$ cat src/design/kps_pkg.sv
// Shared types and constants for the Kalman predict step block.
package kps_pkg;

	localparam int REQ_W = 3;
	localparam int VAL_W = 32;
	localparam int ACC_W = 64;

	typedef enum logic [REQ_W-1:0] {
		REQ_LOAD_A  = 3'd0,
		REQ_LOAD_X0 = 3'd1,
		REQ_LOAD_Y0 = 3'd2,
		REQ_LOAD_X  = 3'd3,
		REQ_LOAD_P  = 3'd4,
		REQ_LOAD_Q  = 3'd5,
		REQ_COMPUTE = 3'd6,
		REQ_NONE    = 3'd7
	} req_t;

	// One queued request handed from the front end to the compute engine.
	typedef struct packed {
		req_t              req;
		logic [1:0]        row;
		logic [1:0]        col;
		logic [VAL_W-1:0]  value;
	} cmd_t;

	// Result element as it leaves the engine.
	typedef struct packed {
		logic              kind;
		logic [1:0]        out_row;
		logic [1:0]        out_col;
		logic [VAL_W-1:0]  out_value;
		logic              error;
		logic              last;
	} res_t;

	function automatic logic signed [ACC_W-1:0] sat_add64(
		input logic signed [ACC_W-1:0] a,
		input logic signed [ACC_W-1:0] b
	);
		logic signed [ACC_W-1:0] s;
		s = a + b;
		if (a[ACC_W-1] == b[ACC_W-1] && s[ACC_W-1] != a[ACC_W-1])
			s = a[ACC_W-1] ? {1'b1, {(ACC_W-1){1'b0}}} : {1'b0, {(ACC_W-1){1'b1}}};
		return s;
	endfunction

	function automatic logic signed [VAL_W-1:0] sat32(input logic signed [ACC_W-1:0] v);
		logic signed [VAL_W-1:0] r;
		if (v > 64'sh7FFF_FFFF)
			r = 32'sh7FFF_FFFF;
		else if (v < -64'sh8000_0000)
			r = 32'sh8000_0000;
		else
			r = v[VAL_W-1:0];
		return r;
	endfunction

endpackage

$ cat src/design/kps_front.sv
// Front end: request intake, classification and command queue.
module kps_front
	import kps_pkg::*;
(
	input  logic clk,
	input  logic arst_n,
	input  logic in_valid,
	output logic in_ready,
	input  cmd_t in_cmd,
	output logic q_valid,
	input  logic q_ready,
	output cmd_t q_cmd
);

	localparam int DEPTH = 4;
	localparam int AW = 2;

	cmd_t            fifo_q [DEPTH];
	logic [AW-1:0]   wr_ptr_q, rd_ptr_q;
	logic [AW:0]     count_q;
	logic            push, pop, keep;

	// Requests that do nothing (unused code) are dropped here.
	assign keep     = (in_cmd.req != REQ_NONE);
	assign in_ready = (count_q != (AW+1)'(DEPTH));
	assign push     = in_valid && in_ready && keep;
	assign q_valid  = (count_q != '0);
	assign pop      = q_valid && q_ready;
	assign q_cmd    = fifo_q[rd_ptr_q];

	always_ff @(posedge clk) begin
		if (push)
			fifo_q[wr_ptr_q] <= in_cmd;
	end

	always_ff @(posedge clk or negedge arst_n) begin
		if (!arst_n) begin
			wr_ptr_q <= '0;
			rd_ptr_q <= '0;
			count_q  <= '0;
		end else begin
			if (push)
				wr_ptr_q <= wr_ptr_q + 1'b1;
			if (pop)
				rd_ptr_q <= rd_ptr_q + 1'b1;
			count_q <= count_q + (AW+1)'(push) - (AW+1)'(pop);
		end
	end

endmodule

$ cat config.mk
export PLATFORM = sky130hd
export DESIGN_NAME = kps_front
export DESIGN_NICKNAME = d
export VERILOG_FILES = /design/src/design/kps_pkg.sv /design/src/design/kps_front.sv
export SDC_FILE = /design/constraint.sdc
export NUM_CORES = 1
export LEC_CHECK = 0
export ABC_CLOCK_PERIOD_IN_PS = 5300
export BUFFER_PORTS_ARGS = -buffer_cell sky130_fd_sc_hd__clkbuf_2
export CORE_UTILIZATION = 60
export DETAILED_ROUTE_END_ITERATION = 12
export GPL_ROUTABILITY_DRIVEN = 1
export GPL_TIMING_DRIVEN = 0
export PLACE_DENSITY = 0.95
export SYNTH_ARGS = -nofsm -noshare
export SYNTH_HDL_FRONTEND = slang
export SYNTH_SLANG_ARGS = --single-unit
$ cat constraint.sdc
create_clock -name clk -period 5.3 [get_ports clk]
set_input_delay 0.265 -clock clk [delete_from_list [all_inputs] [get_ports clk]]
set_output_delay 0.265 -clock clk [all_outputs]
set_load 0.005 [all_outputs]
* Yosys cells after proc, flatten, opt, wreduce, memory -nomap -nowiden *
Memories as Yosys holds them, arrays and structs flattened.
Cells that the tools add are included.

operators by class
  add/subtract/negate cells = 4
  equal/unequal tests = 2
  multiplexer cells = 2
  reductions and logical operators = 4

operators by type and width
  kind                   number
  $ne A3 B3 Y1 const B   2
  $add A2 B1 Y2 const B  2
  $add A3 B1 Y3          1
  $logic_and A1 B1 Y1    3
  $reduce_bool A3 Y1     1
  $sub A3 B1 Y3          1
  $mux W1                2

word-level totals
  register bits = 7
  bits in writable memories = 156
  input port bits = 43
  output and inout port bits = 41
  logic and storage cells = 16
  memories = 1

memory list
  memory  words  width  rd ports  clocked after Yosys merged registers in  wr ports  line             text
  fifo_q  4      39     1         0                                        1         kps_front.sv:18  cmd_t fifo_q [DEPTH];

* Longest topological paths before layout *
  word-level depth = 5
  gate-level depth with buffers = 11
  mapped depth without buffers = 10

* Worst setup path before layout *
Ideal clock, no wire load.

  path type = reg2reg
  start point = reg count_q[1]
  end point = reg count_q[2]
  setup time = 0.125 ns
  arrival = 2.218 ns
  setup slack = 2.956 ns
  cell stages (with the launch flop) = 12
  buffers on the path = 1
  cell sequence = dfrtp_1 or3b_1 and3_1 buf_6 inv_1 ha_1 inv_1 ha_1 inv_1 fa_1 xnor2_1 xnor2_1

between the ends
  longest elaborated chain between the ends = 5
  elaborated cells between the ends (all ways) = 7
  those cells by class = add/sub: 2; eq/ne: 1; reduce/logical: 4

RTL lines
  item                               line             text
  from (decl)                        kps_front.sv:20  logic [AW:0] count_q;
  from (signal assigned)             kps_front.sv:46  count_q <= count_q + (AW+1)'(push) - (AW+1)'(pop);
  $ne A3 B3 Y1                       kps_front.sv:25  assign in_ready = (count_q != (AW+1)'(DEPTH));
  via in_ready                       kps_front.sv:8   output logic in_ready,
  $logic_and A1 B1 Y1 (2 in series)  kps_front.sv:26  assign push = in_valid && in_ready && keep;
  $add A3 B1 Y3                      kps_front.sv:46
  $sub A3 B1 Y3                      kps_front.sv:46

The timed path passes the listed nets, and every way through them passes these cells.
A chain may end at the register's enable or synchronous reset.

* Worst setup path in the final report *
  start point = reg count_q[1]
  end point = reg count_q[2]

between the ends
  longest elaborated chain between the ends = 5
  elaborated cells between the ends (all ways) = 7
  those cells by class = add/sub: 2; eq/ne: 1; reduce/logical: 4

RTL lines
  item                               line
  $ne A3 B3 Y1                       kps_front.sv:25
  $logic_and A1 B1 Y1 (2 in series)  kps_front.sv:26
  $add A3 B1 Y3                      kps_front.sv:46
  $sub A3 B1 Y3 (*)                  kps_front.sv:46

Mark *: on every way between the ends. The rest lies on a longest branch, timed or not.

==> flow_summary.ini <==
[synth]
synth_top_area_share_pct = 77.6
synth_area_leaders = edfxtp_1 (78%), mux4_2 (15%), dfrtp_1 (2.9%), ha_1 (1.2%), xnor2_1 (0.58%)
synth_commonest_cells = edfxtp_1 (156), mux4_2 (39), dfrtp_1 (7), ha_1 (6), inv_1 (6)
async_flop_share_pct = 4.29
yosysTopAreaCell = edfxtp_1
ys.warnings.count = 0
synth-seq-cells = 163
ys.flop_type = edfxtp_1
synth_cells = 241
synth_area_sq_um = 6030
synth_edf_count = 156
ys_seq_area_share_pct = 80.5
yosysUniqueCellTypes = 21
syn-num-nets = 291
syn_avg_cell_area_sq_um = 25.0
yosysMostFrequentCell = edfxtp_1

[critical_path]
startpoint = count_q[1]
worstPathCellList = or3b_1, and3_1, buf_6, inv_1, ha_1, inv_1, ha_1, inv_1, fa_1, xnor2_1, xnor2_1
crit_top_cell = inv_1
slowest_delay_ps = 450
cp_data_arrival_time_ps = 2960
timing.rr.start = count_q[1]
startpoint_type = flop
crit_slowest_cell = dfrtp_1
path_delay_family = adder cells
worstSetupPathType = reg -> reg
crit_buf_inv = 4
cp_max_fo = 7
crit_path_end_kind = flop
required_ps = 5730

[pwr]
p_int_uw = 2860
switchingPower_uw = 1060
p_sw_share_pct = 27.0
p_leak_uw = 0.00269
clkPwrFrac_pct = 27.5
p_seq_share_pct = 44.8
peakVddDrop_mv = 0.315
combPwrFrac_pct = 27.7
powerDensity_nw_per_um2 = 518

[route]
drc = 0
antenna_left = 0
vias = 2920
wire_per_inst_um = 20.2
firstDrtPassIters = 4
routed_wl_um = 10700
vias_per_cell = 5.51
first_iter_violations = 110

[finish]
synthToLayoutAreaGrowth_pct = 25.5
drive_gt1_share_pct = 41.1
finalInstanceArea_sq_um = 7570
fillCellCount = 553
antenna_cells = 0
fin_nets = 434

[die]
io-pin-count = 84
dieArea_sq_um = 10500
core_sq_um = 9770
fp.dieH_um = 102
rows = 36
start_util_pct = 61.7
die_w_um = 102

[cts]
cts_buffer_depth = 2
clock_sinks = 163
cts_tree = yes
htreeDepth = 4
root_buffer = clkbuf_8
cts_buffers = 17
cts_setup_buffers = 0
clkTransAtPathRegs_ps = 60
cts_hold_buf = 40
clkLatencyLatePin_ps = 510
ctsResizeCount = 0

[sta]
slew_violations = 0
tightest_slew_ps = 1070
slew-limit-headroom_pct = 28.5
period_share_pct = 47.7
fin_skew_ps = 11.3
min_period_ps = 2530
finalSetupViolCount = 0
fmaxAchievable_mhz = 395
rsz0062_at_grt = false
tns_ps = 0
hold_viol_final = 0

[global_routing]
grt_pass1_vias = 3179
grt_pass1_wl_um = 16400
grt_max_degree = 40
antenna_found_initial = 0
overflow = 0
grt.total_usage_pct = 22.9

[outcome]
outcome = complete, no violations

[placed_design]
port_buffers = 83
placed_cell_area_sq_um = 6650
gp_congestion = 0.708
dp_hpwl_um = 6160

[run]
drv_cap = 0

[hold_path]
hold_class = in -> async
==> logic make-up after synthesis <==
family / after synthesis / share of synthesized area, %
flip-flops: 163 / 80.5
multiplexers: 40 / 14.8
buffers and inverters: 16 / 1.20
AND/OR/NAND/NOR: 9 / 0.995
adder cells (fa/ha/maj): 7 / 1.58
XOR/XNOR: 5 / 0.726
AO/OA/AOI/OAI: 1 / 0.166
==> final timing paths <==
path	endpoint	slack (ps)	cells past startpoint
min in group clk	rd_ptr_q[0]	130	3
worst min-delay path	count_q[2]	120	2
worst max register to register	count_q[2]	2770	11
worst min register to register	count_q[0]	570	1
worst max-delay path	count_q[2]	2770	11
max in group asynchronous	rd_ptr_q[1]	5000	2
==> area by class of cell <==
class | count | area [sq um] | share of cell area (%)
flip-flops and latches | 163 | 4860 | 64.2
multi-input cells | 62 | 1100 | 14.6
repair buffers | 124 | 843 | 11.1
clock buffers | 21 | 439 | 5.80
well taps | 133 | 166 | 2.20
clock inverters | 11 | 90.1 | 1.19
plain buffers | 10 | 50.0 | 0.661
inverters | 6 | 22.5 | 0.297
==> per-layer routing <==
layer  part of all wire, %  vias up  GRT usage, %
met1                    40     1521          28.1
li1                      -     1300             -
met3                   4.3       11          5.81
met5                     0        -             0
met2                    54       88          39.8
met4                   1.0        0          8.46
==> stage by stage <==
step	util [%]	setup slack, ps	instances	hold slack (ps)	total power [uW]
after floorplan	-	2960	241	-30.6	2440
after global placement	67.7	2450	457	105	2800
after detailed placement	68.0	2780	458	115	2870
after CTS	77.5	2740	530	96.7	3980
after global routing	77.5	2610	530	132	4120
final	77.5	2770	530	123	3930
==> power groups by stage <==
stage | clock [uW] | sequential (uW) | combinational [uW]
3_5_place_dp | 0 | 1780 | 1090
6_report | 1080 | 1760 | 1090
3_3_place_gp | 0 | 1760 | 1040
5_1_grt | 1150 | 1780 | 1190
4_1_cts | 1100 | 1760 | 1110
2_1_floorplan | 0 | 1750 | 686
==> cell usage in the layout, fill, tap and decap left out, drive strengths merged, types with 3 or more instances in the layout <==
| cell | Yosys | routed |
|---|---|---|
| buf | 9 | 10 |
| clkbuf | 1 | 105 |
| inv | 6 | 7 |
| dfrtp | 7 | 7 |
| clkinv | 0 | 6 |
| and2 | 4 | 4 |
| dlygate4sd3 | 0 | 40 |
| edfxtp | 156 | 156 |
| mux4 | 39 | 39 |
| clkinvlp | 0 | 3 |
| xnor2 | 4 | 4 |
| ha | 6 | 6 |
==> worst reg2reg max path, stage by stage, from the launching register on <==
cell     delay, ps
dfrtp_1        450
or3b_1         420
and3_1         190
buf_6          130
inv_1           50
ha_1           220
inv_1           60
ha_1           130
inv_1           50
fa_1           380
xnor2_1        210
xnor2_1        150
==> state kept, by name, indices dropped and copies added (netlist names) <==
signal,cells
fifo_q,156
count_q,3
rd_ptr_q,2
wr_ptr_q,2
No activity file was read; power rests on OpenSTA's default activity.
